`src/rtl/wllo_pkg.sv`:
```
`timescale 1ns / 1ps
// ----------------------------------------------------------------------------
// wllo_pkg - shared types and constants of the window/level overlay unit
// Configuration layout, register indexes, reset values, label colors and the
// payload structs that travel between the pipeline stages.
// ----------------------------------------------------------------------------
package wllo_pkg;

    // Configuration register indexes, in the order of the register map.
    typedef enum logic [2:0] {
        REG_WINDOW_LOW     = 3'd0,
        REG_WINDOW_HIGH    = 3'd1,
        REG_WINDOW_GAIN    = 3'd2,
        REG_BLEND_OPACITY  = 3'd3,
        REG_SHOW_NECROTIC  = 3'd4,
        REG_SHOW_EDEMA     = 3'd5,
        REG_SHOW_ENHANCING = 3'd6,
        REG_OVERLAY_ENABLE = 3'd7
    } reg_idx_t;

    localparam int CFG_DATA_BITS = 24;
    localparam int WIN_BITS      = 16;
    localparam int GAIN_BITS     = 24;
    localparam int OPACITY_BITS  = 9;
    localparam int GAIN_FRAC     = 16;

    typedef struct packed {
        logic signed [WIN_BITS-1:0] window_low;
        logic signed [WIN_BITS-1:0] window_high;
        logic [GAIN_BITS-1:0]       window_gain;
        logic [OPACITY_BITS-1:0]    blend_opacity;
        logic                       show_necrotic;
        logic                       show_edema;
        logic                       show_enhancing;
        logic                       overlay_enable;
    } cfg_t;

    localparam logic signed [WIN_BITS-1:0] RST_WINDOW_LOW    = 16'sd0;
    localparam logic signed [WIN_BITS-1:0] RST_WINDOW_HIGH   = 16'sd32767;
    localparam logic [GAIN_BITS-1:0]       RST_WINDOW_GAIN   = 24'd510;
    localparam logic [OPACITY_BITS-1:0]    RST_BLEND_OPACITY = 9'd128;
    localparam logic [OPACITY_BITS-1:0]    OPACITY_FULL      = 9'd256;

    // Red sits in the lowest byte so the struct maps straight onto tdata.
    typedef struct packed {
        logic [7:0] blue;
        logic [7:0] green;
        logic [7:0] red;
    } rgb_t;

    localparam rgb_t COLOR_NONE      = '{blue: 8'd0,  green: 8'd0,   red: 8'd0};
    localparam rgb_t COLOR_NECROTIC  = '{blue: 8'd60, green: 8'd60,  red: 8'd255};
    localparam rgb_t COLOR_EDEMA     = '{blue: 8'd60, green: 8'd220, red: 8'd60};
    localparam rgb_t COLOR_ENHANCING = '{blue: 8'd40, green: 8'd220, red: 8'd255};

    localparam logic [1:0] LABEL_NECROTIC  = 2'd1;
    localparam logic [1:0] LABEL_EDEMA     = 2'd2;
    localparam logic [1:0] LABEL_ENHANCING = 2'd3;

    function automatic rgb_t label_color(input logic [1:0] idx);
        rgb_t c;
        case (idx)
            LABEL_NECROTIC:  c = COLOR_NECROTIC;
            LABEL_EDEMA:     c = COLOR_EDEMA;
            LABEL_ENHANCING: c = COLOR_ENHANCING;
            default:         c = COLOR_NONE;
        endcase
        return c;
    endfunction

    // Window stage result: offset into the window plus overlay decision.
    typedef struct packed {
        logic [WIN_BITS-1:0] offset;
        logic                show;
        logic [1:0]          cidx;
    } win_t;

    // Scale stage result: saturated gray level plus overlay decision.
    typedef struct packed {
        logic [7:0] gray;
        logic       show;
        logic [1:0] cidx;
    } gray_t;

endpackage

```
`src/rtl/wllo_window.sv`:
```
`timescale 1ns / 1ps
// ----------------------------------------------------------------------------
// wllo_window - clamp stage
// Clamps the sample to the window, forms its offset from the low bound and
// decides whether the label color is blended in.
// ----------------------------------------------------------------------------
module wllo_window #(
    parameter int SAMPLE_BITS = 16
) (
    input  logic                          aclk,
    input  logic                          aresetn,
    input  wllo_pkg::cfg_t                cfg,
    input  logic                          in_valid,
    output logic                          in_ready,
    input  logic signed [SAMPLE_BITS-1:0] in_sample,
    input  logic [7:0]                    in_label,
    output logic                          out_valid,
    input  logic                          out_ready,
    output wllo_pkg::win_t                out_data
);

    localparam int XW = ((SAMPLE_BITS > wllo_pkg::WIN_BITS) ? SAMPLE_BITS
                                                             : wllo_pkg::WIN_BITS) + 1;

    logic signed [XW-1:0] samp_x, low_x, high_x, raised, clamped, diff;
    logic                 above_low;
    logic                 show;
    wllo_pkg::win_t       data_next;
    wllo_pkg::win_t       data_reg;
    logic                 valid_reg;

    always_comb begin
        samp_x    = XW'(in_sample);
        low_x     = XW'(cfg.window_low);
        high_x    = XW'(cfg.window_high);
        raised    = (samp_x < low_x) ? low_x : samp_x;
        clamped   = (raised > high_x) ? high_x : raised;
        above_low = (clamped > low_x);
        diff      = clamped - low_x;
        show      = cfg.overlay_enable &&
                    ((in_label == {6'd0, wllo_pkg::LABEL_NECROTIC} && cfg.show_necrotic) ||
                     (in_label == {6'd0, wllo_pkg::LABEL_EDEMA} && cfg.show_edema) ||
                     (in_label == {6'd0, wllo_pkg::LABEL_ENHANCING} && cfg.show_enhancing));
        data_next.offset = above_low ? diff[wllo_pkg::WIN_BITS-1:0] : '0;
        data_next.show   = show;
        data_next.cidx   = in_label[1:0];
    end

    assign in_ready = !valid_reg || out_ready;

    always_ff @(posedge aclk) begin
        if (!aresetn) begin
            valid_reg <= 1'b0;
        end else if (in_ready) begin
            valid_reg <= in_valid;
        end
    end

    always_ff @(posedge aclk) begin
        if (in_ready) begin
            data_reg <= data_next;
        end
    end

    assign out_valid = valid_reg;
    assign out_data  = data_reg;

endmodule

```
`src/rtl/wllo_scale.sv`:
```
`timescale 1ns / 1ps
// ----------------------------------------------------------------------------
// wllo_scale - gain multiply and saturate stages
// Multiplies the window offset by the Q8.16 gain, drops the fraction and
// saturates the gray level at 255. Two register stages.
// ----------------------------------------------------------------------------
module wllo_scale (
    input  logic                 aclk,
    input  logic                 aresetn,
    input  logic [23:0]          gain,
    input  logic                 in_valid,
    output logic                 in_ready,
    input  wllo_pkg::win_t       in_data,
    output logic                 out_valid,
    input  logic                 out_ready,
    output wllo_pkg::gray_t      out_data
);

    localparam int PROD_BITS = wllo_pkg::WIN_BITS + wllo_pkg::GAIN_BITS;
    localparam int INT_BITS  = PROD_BITS - wllo_pkg::GAIN_FRAC;

    logic [PROD_BITS-1:0] product;
    logic [INT_BITS-1:0]  prod_reg;
    logic                 show_a_reg;
    logic [1:0]           cidx_a_reg;
    logic                 valid_a_reg;
    logic                 ready_a;

    wllo_pkg::gray_t      gray_next;
    wllo_pkg::gray_t      gray_reg;
    logic                 valid_b_reg;
    logic                 ready_b;

    assign product = PROD_BITS'(in_data.offset) * PROD_BITS'(gain);

    assign ready_b  = !valid_b_reg || out_ready;
    assign ready_a  = !valid_a_reg || ready_b;
    assign in_ready = ready_a;

    always_ff @(posedge aclk) begin
        if (!aresetn) begin
            valid_a_reg <= 1'b0;
            valid_b_reg <= 1'b0;
        end else begin
            if (ready_a) begin
                valid_a_reg <= in_valid;
            end
            if (ready_b) begin
                valid_b_reg <= valid_a_reg;
            end
        end
    end

    always_ff @(posedge aclk) begin
        if (ready_a) begin
            prod_reg   <= product[PROD_BITS-1:wllo_pkg::GAIN_FRAC];
            show_a_reg <= in_data.show;
            cidx_a_reg <= in_data.cidx;
        end
    end

    always_comb begin
        gray_next.gray = (|prod_reg[INT_BITS-1:8]) ? 8'hFF : prod_reg[7:0];
        gray_next.show = show_a_reg;
        gray_next.cidx = cidx_a_reg;
    end

    always_ff @(posedge aclk) begin
        if (ready_b) begin
            gray_reg <= gray_next;
        end
    end

    assign out_valid = valid_b_reg;
    assign out_data  = gray_reg;

    // A stalled result must hold in the saturation stage.
    a_stall_hold: assert property (@(posedge aclk) disable iff (!aresetn)
        (valid_b_reg && !out_ready) |=> (valid_b_reg && $stable(gray_reg)))
        else $error("scale stage result changed while stalled");

endmodule

```
`src/rtl/wllo_blend.sv`:
```
`timescale 1ns / 1ps
// ----------------------------------------------------------------------------
// wllo_blend - label color blend and output register
// Blends each channel toward the label color by the opacity, or passes the
// gray level to all three channels.
// ----------------------------------------------------------------------------
module wllo_blend (
    input  logic                 aclk,
    input  logic                 aresetn,
    input  logic [8:0]           opacity,
    input  logic                 in_valid,
    output logic                 in_ready,
    input  wllo_pkg::gray_t      in_data,
    output logic                 out_valid,
    input  logic                 out_ready,
    output wllo_pkg::rgb_t       out_data
);

    logic [8:0]      alpha;
    logic [8:0]      keep;
    wllo_pkg::rgb_t  color;
    wllo_pkg::rgb_t  rgb_next;
    wllo_pkg::rgb_t  rgb_reg;
    logic            shown_reg;
    logic            valid_reg;
    logic [16:0]     sum_r, sum_g, sum_b;

    always_comb begin
        alpha = (opacity > wllo_pkg::OPACITY_FULL) ? wllo_pkg::OPACITY_FULL : opacity;
        keep  = wllo_pkg::OPACITY_FULL - alpha;
        color = wllo_pkg::label_color(in_data.cidx);
        sum_r = 17'(in_data.gray) * 17'(keep) + 17'(color.red)   * 17'(alpha);
        sum_g = 17'(in_data.gray) * 17'(keep) + 17'(color.green) * 17'(alpha);
        sum_b = 17'(in_data.gray) * 17'(keep) + 17'(color.blue)  * 17'(alpha);
        if (in_data.show) begin
            rgb_next.red   = sum_r[15:8];
            rgb_next.green = sum_g[15:8];
            rgb_next.blue  = sum_b[15:8];
        end else begin
            rgb_next.red   = in_data.gray;
            rgb_next.green = in_data.gray;
            rgb_next.blue  = in_data.gray;
        end
    end

    assign in_ready = !valid_reg || out_ready;

    always_ff @(posedge aclk) begin
        if (!aresetn) begin
            valid_reg <= 1'b0;
        end else if (in_ready) begin
            valid_reg <= in_valid;
        end
    end

    always_ff @(posedge aclk) begin
        if (in_ready) begin
            rgb_reg   <= rgb_next;
            shown_reg <= in_data.show;
        end
    end

    assign out_valid = valid_reg;
    assign out_data  = rgb_reg;

    // A pixel without overlay is plain gray on all channels.
    a_gray_uniform: assert property (@(posedge aclk) disable iff (!aresetn)
        (valid_reg && !shown_reg) |->
        (rgb_reg.red == rgb_reg.green && rgb_reg.green == rgb_reg.blue))
        else $error("uncolored pixel is not gray");

    // The output register holds its item and overlay flag while stalled.
    a_out_hold: assert property (@(posedge aclk) disable iff (!aresetn)
        (valid_reg && !out_ready) |=> ($stable(rgb_reg) && $stable(shown_reg)))
        else $error("output item changed while stalled");

endmodule

```
`src/rtl/window_level_label_overlay_unit.sv`:
```
`timescale 1ns / 1ps
// Throughput: one item per cycle while m_tready stays high; each stage holds one item.
// Stages: clamp/offset, gain multiply, saturate, blend/output register.
// Reset: synchronous, active low on aresetn; it empties the pipeline and
// loads every configuration register with its documented default.
// ----------------------------------------------------------------------------
// window_level_label_overlay_unit - window/level mapping with label overlay
// Maps one signed intensity sample and one segmentation label per item to
// one RGB pixel: clamp to window, scale by a reciprocal gain, saturate, and
// alpha-blend toward a fixed label color when the overlay is on.
// ----------------------------------------------------------------------------
module window_level_label_overlay_unit #(
    parameter int SAMPLE_BITS = 16
) (
    input  logic                        aclk,
    input  logic                        aresetn,

    // Configuration write port; index follows the register map.
    input  logic                        cfg_we,
    input  logic [2:0]                  cfg_index,
    input  logic [23:0]                 cfg_wdata,

    // Input channel.
    input  logic                        s_tvalid,
    output logic                        s_tready,
    // s_tdata: sample [SAMPLE_BITS-1:0], zero-padded to whole bytes
    input  logic [((SAMPLE_BITS+7)/8)*8-1:0] s_tdata,
    // s_tuser: label [7:0]
    input  logic [7:0]                  s_tuser,

    // Result channel.
    output logic                        m_tvalid,
    input  logic                        m_tready,
    // m_tdata: red [7:0], green [15:8], blue [23:16]
    output logic [23:0]                 m_tdata
);

    // ------------------------------------------------------------------
    // Configuration registers. Software must write them only while the
    // pipeline is empty, since every stage reads them live; only software enforces this.
    // ------------------------------------------------------------------
    wllo_pkg::cfg_t cfg_reg;

    always_ff @(posedge aclk) begin
        if (!aresetn) begin
            cfg_reg.window_low     <= wllo_pkg::RST_WINDOW_LOW;
            cfg_reg.window_high    <= wllo_pkg::RST_WINDOW_HIGH;
            cfg_reg.window_gain    <= wllo_pkg::RST_WINDOW_GAIN;
            cfg_reg.blend_opacity  <= wllo_pkg::RST_BLEND_OPACITY;
            cfg_reg.show_necrotic  <= 1'b1;
            cfg_reg.show_edema     <= 1'b1;
            cfg_reg.show_enhancing <= 1'b1;
            cfg_reg.overlay_enable <= 1'b0;
        end else if (cfg_we) begin
            case (wllo_pkg::reg_idx_t'(cfg_index))
                wllo_pkg::REG_WINDOW_LOW:
                    cfg_reg.window_low <= cfg_wdata[wllo_pkg::WIN_BITS-1:0];
                wllo_pkg::REG_WINDOW_HIGH:
                    cfg_reg.window_high <= cfg_wdata[wllo_pkg::WIN_BITS-1:0];
                wllo_pkg::REG_WINDOW_GAIN:
                    cfg_reg.window_gain <= cfg_wdata[wllo_pkg::GAIN_BITS-1:0];
                wllo_pkg::REG_BLEND_OPACITY:
                    cfg_reg.blend_opacity <= cfg_wdata[wllo_pkg::OPACITY_BITS-1:0];
                wllo_pkg::REG_SHOW_NECROTIC:  cfg_reg.show_necrotic  <= cfg_wdata[0];
                wllo_pkg::REG_SHOW_EDEMA:     cfg_reg.show_edema     <= cfg_wdata[0];
                wllo_pkg::REG_SHOW_ENHANCING: cfg_reg.show_enhancing <= cfg_wdata[0];
                wllo_pkg::REG_OVERLAY_ENABLE: cfg_reg.overlay_enable <= cfg_wdata[0];
                default: begin
                end
            endcase
        end
    end

    // ------------------------------------------------------------------
    // Pipeline. Each stage has its own valid bit and takes a new item
    // whenever it is empty or its successor takes its current one, so
    // bubbles close up; the input stalls only when every stage is full.
    // ------------------------------------------------------------------
    logic                  win_valid, win_ready;
    wllo_pkg::win_t        win_data;
    logic                  gray_valid, gray_ready;
    wllo_pkg::gray_t       gray_data;
    wllo_pkg::rgb_t        rgb_data;

    // Stage 1: clamp the sample into the window and take its offset.
    wllo_window #(
        .SAMPLE_BITS (SAMPLE_BITS)
    ) u_window (
        .aclk      (aclk),
        .aresetn   (aresetn),
        .cfg       (cfg_reg),
        .in_valid  (s_tvalid),
        .in_ready  (s_tready),
        .in_sample ($signed(s_tdata[SAMPLE_BITS-1:0])),
        .in_label  (s_tuser),
        .out_valid (win_valid),
        .out_ready (win_ready),
        .out_data  (win_data)
    );

    // Stages 2 and 3: 16x24 gain multiply, then saturation at 255.
    wllo_scale u_scale (
        .aclk      (aclk),
        .aresetn   (aresetn),
        .gain      (cfg_reg.window_gain),
        .in_valid  (win_valid),
        .in_ready  (win_ready),
        .in_data   (win_data),
        .out_valid (gray_valid),
        .out_ready (gray_ready),
        .out_data  (gray_data)
    );

    // Stage 4: blend toward the label color; this is the output register.
    wllo_blend u_blend (
        .aclk      (aclk),
        .aresetn   (aresetn),
        .opacity   (cfg_reg.blend_opacity),
        .in_valid  (gray_valid),
        .in_ready  (gray_ready),
        .in_data   (gray_data),
        .out_valid (m_tvalid),
        .out_ready (m_tready),
        .out_data  (rgb_data)
    );

    assign m_tdata = rgb_data;

    // The result channel comes out of reset empty.
    a_reset_empty: assert property (@(posedge aclk)
        !aresetn |=> !m_tvalid)
        else $error("result valid right after reset");

endmodule

```
`config.mk`:
```
export PLATFORM = sky130hd
export DESIGN_NAME = window_level_label_overlay_unit
export DESIGN_NICKNAME = d
export VERILOG_FILES = /design/src/rtl/wllo_pkg.sv /design/src/rtl/wllo_window.sv /design/src/rtl/wllo_scale.sv /design/src/rtl/wllo_blend.sv /design/src/rtl/window_level_label_overlay_unit.sv
export SDC_FILE = /design/constraint.sdc
export NUM_CORES = 2
export LEC_CHECK = 0
export ABC_AREA = 1
export BUFFER_PORTS_ARGS = -buffer_cell sky130_fd_sc_hd__buf_2
export CAP_MARGIN = 10
export CORE_MARGIN = 2
export CORE_UTILIZATION = 30
export DETAILED_ROUTE_END_ITERATION = 6
export PLACE_DENSITY_LB_ADDON = 0.25
export SYNTH_ARGS = -nofsm -noshare
export SYNTH_HDL_FRONTEND = slang
export SYNTH_SLANG_ARGS = --single-unit
```
`constraint.sdc`:
```
create_clock -name aclk -period 9.73 [get_ports aclk]
set_input_delay 0.4865 -clock aclk [delete_from_list [all_inputs] [get_ports aclk]]
set_output_delay 0.4865 -clock aclk [all_outputs]
set_load 0.005 [all_outputs]
```
==> run summary <==
Post_cts resized - 0
Main synth FF type - edfxtp_1
Clk buf depth - 2
Largest net degree at the start of global routing - 70
Die area - 94700 um^2
Num ports - 82
Leading area contributor after synthesis - fa_1
#FFs+latches synth - 154
Vias in the first global route - 22900
Mapped Nets - 4309
TritonCTS clock tree - done
Crit end category - flip-flop
Antenna violations before repair - 0
DRC errors left - 0
TritonCTS Buffers - 17
Critical path required time - 9.97 ns
NumNets Final - 4326
Vias after detailed routing - 21900
DR WL met3 - 2.73 mm
Rel. slew slack - 0.164
Synth async-reset ratio - 0
Post-synth EDFFs - 81
Setup_tns - 0 ns
Post-CTS Hold Fix Bufs - 0
WL final - 78.2 mm
Syn_area_per_cell - 7.87 um^2
First-pass GRT wire length - 127 mm
Share of post-route cells with drive strength above 1 - 0.0496
Row count - 111
Crit path DAT - 9.23 ns
Yosys warnings - 0
Grt ovf - 0
Clock sink count - 154
Outcome - completed
HP Class - in -> reg
CP Buf/Inv Count - 8
Initial cell density of the core - 0.302
I/O Buffers - 81
Largest delay share family, worst path - adder cells
Max Slew Vio Count - 0
Die Width - 308 um
Setup Fix Bufs, Post-CTS - 0
Max Freq - 0.111 GHz
GPL Wtd Cong - 0.900
Yosys top cell area share - 0.323
Met2 wire length - 39.1 mm
Syn Inst Count - 3517
All-Layer GR Usage - 0.173
Clock skew - 0.0182 ns
Post-DP HPWL - 63.6 mm
Most frequent cell after synthesis - inv_1
H-tree levels - 4
CP peak stage delay - 0.56 ns
DR iter-0 viols - 1204
Layout area overhead - 8.29%
Drt wl/cell - 16.5 um
Library cells used by synthesis - 54
Max Cap Viol - 0
Routed vias/inst - 4.62
Routed Antenna Nets - 0
Setup violations, final - 0
Top routing layer used - met4
Final Cycle Share - 0.924
Synth area leaders - fa_1 32%, ha_1 13%, inv_1 12%
Pre-antenna DRT Iters - 7
Die Ht - 308 um
Clk slew on worst S/H paths - 0.07 ns
Cell Area, Synth - 27700 um^2
Most frequent cells after synthesis - 870 x inv_1, 780 x nand2_1, 446 x fa_1
Flip-flop count of the largest register after layout - 69
Tightest Pin Transition - 1.25 ns
Final hold vios - 0
Root Buffer - clkbuf_16
Critical path launch point type - flip-flop
Core box area - 91500 um^2
Worst path most repeated cell - nand2_1
Worst skew pair latency - 0.49 ns
Post-layout minimum cycle time - 8.99 ns
Sequential share of the synthesized area - 0.141
ANT cells - 0
Crit path kind - reg -> reg
RSZ-0062 raised after global routing - false
Wl on met1 - 34.8 mm
Max FO, Critical Path - 11
CP max stage cell - fa_1
-- placed cells by master (no fill, tap or decap), drive strengths merged, types with 2 or more instances in the layout --
master	netlist	routed
xor2	35	35
xnor2	29	29
and2	15	15
o221ai	2	2
nand3	114	114
a31oi	19	19
nand4	13	13
nor2	253	253
buf	11	108
o21ai	109	109
or2	7	7
o21a	7	7
clkbuf	99	17
a21oi	142	142
clkinv	2	8
dfxtp	73	73
a21o	13	13
nand2	788	788
inv	886	894
o211ai	19	19
a211oi	4	4
o31ai	7	7
ha	290	290
nor3	16	16
nor4	11	11
edfxtp	81	81
o21bai	11	11
fa	446	446
nand3b	6	6
-- cell families (layout without fill, tap and decap cells) --
kind of cell             count (synthesis)  after routing  synth area share
buffers and inverters                  998           1028             0.136
AO/OA/AOI/OAI                          340            340            0.0696
AND/OR/NAND/NOR                       1225           1225             0.180
flip-flops                             154            154             0.141
adder cells (fa/ha/maj)                736            736             0.454
XOR/XNOR                                64             64            0.0203
-- layout make-up --
type                    instances  area [um^2]
fillers                      9772        61600
multi-input cells            2365        20000
flip-flops and latches        154         3890
inverters                     888         3340
well taps                    1186         1480
repair buffers                108          608
clock buffers                  17          425
clock inverters                15          198
-- final timing paths --
kind | from | end | depth (start not counted) | slack [ns]
max | cfg_reg[12] | u_blend.out_data[7] | 40 | 0.74
min | cfg_wdata[17] | cfg_reg[30] | 3 | 0.22
max reg2reg | cfg_reg[12] | u_blend.out_data[7] | 40 | 0.74
min reg2reg | u_window.out_data[2] | u_scale.show_a_reg | 0 | 0.43
-- metrics by stage --
step / hold WS (ns) / std cells / utilization / setup WS, ns / instance area [um^2]
3_5_place_dp: 0.419 / 4701 / 0.321 / 0.757 / 29300
5_1_grt: 0.215 / 4733 / 0.327 / 0.103 / 30000
2_1_floorplan: 0.400 / 3517 / - / 1.44 / 27700
6_report: 0.216 / 4733 / 0.327 / 0.737 / 30000
3_3_place_gp: 0.413 / 4701 / 0.321 / 0.892 / 29300
4_1_cts: 0.183 / 4733 / 0.327 / 0.725 / 30000
-- tightest hold or removal path: stages --
cell	delay, ns
buf_2	0.07
nor2_1	0.03
nor2_1	0.08
-- routing by layer --
| layer | vias to the layer above | global-route usage |
|---|---|---|
| met2 | 405 | 0.311 |
| met5 | - | 0 |
| li1 | 10600 | - |
| met3 | 91 | 0.0178 |
| met4 | 0 | 0.0456 |
| met1 | 10800 | 0.221 |
Power is not shown: default switching activity piles up to over one toggle a cycle in this logic, so the estimate is an artifact.
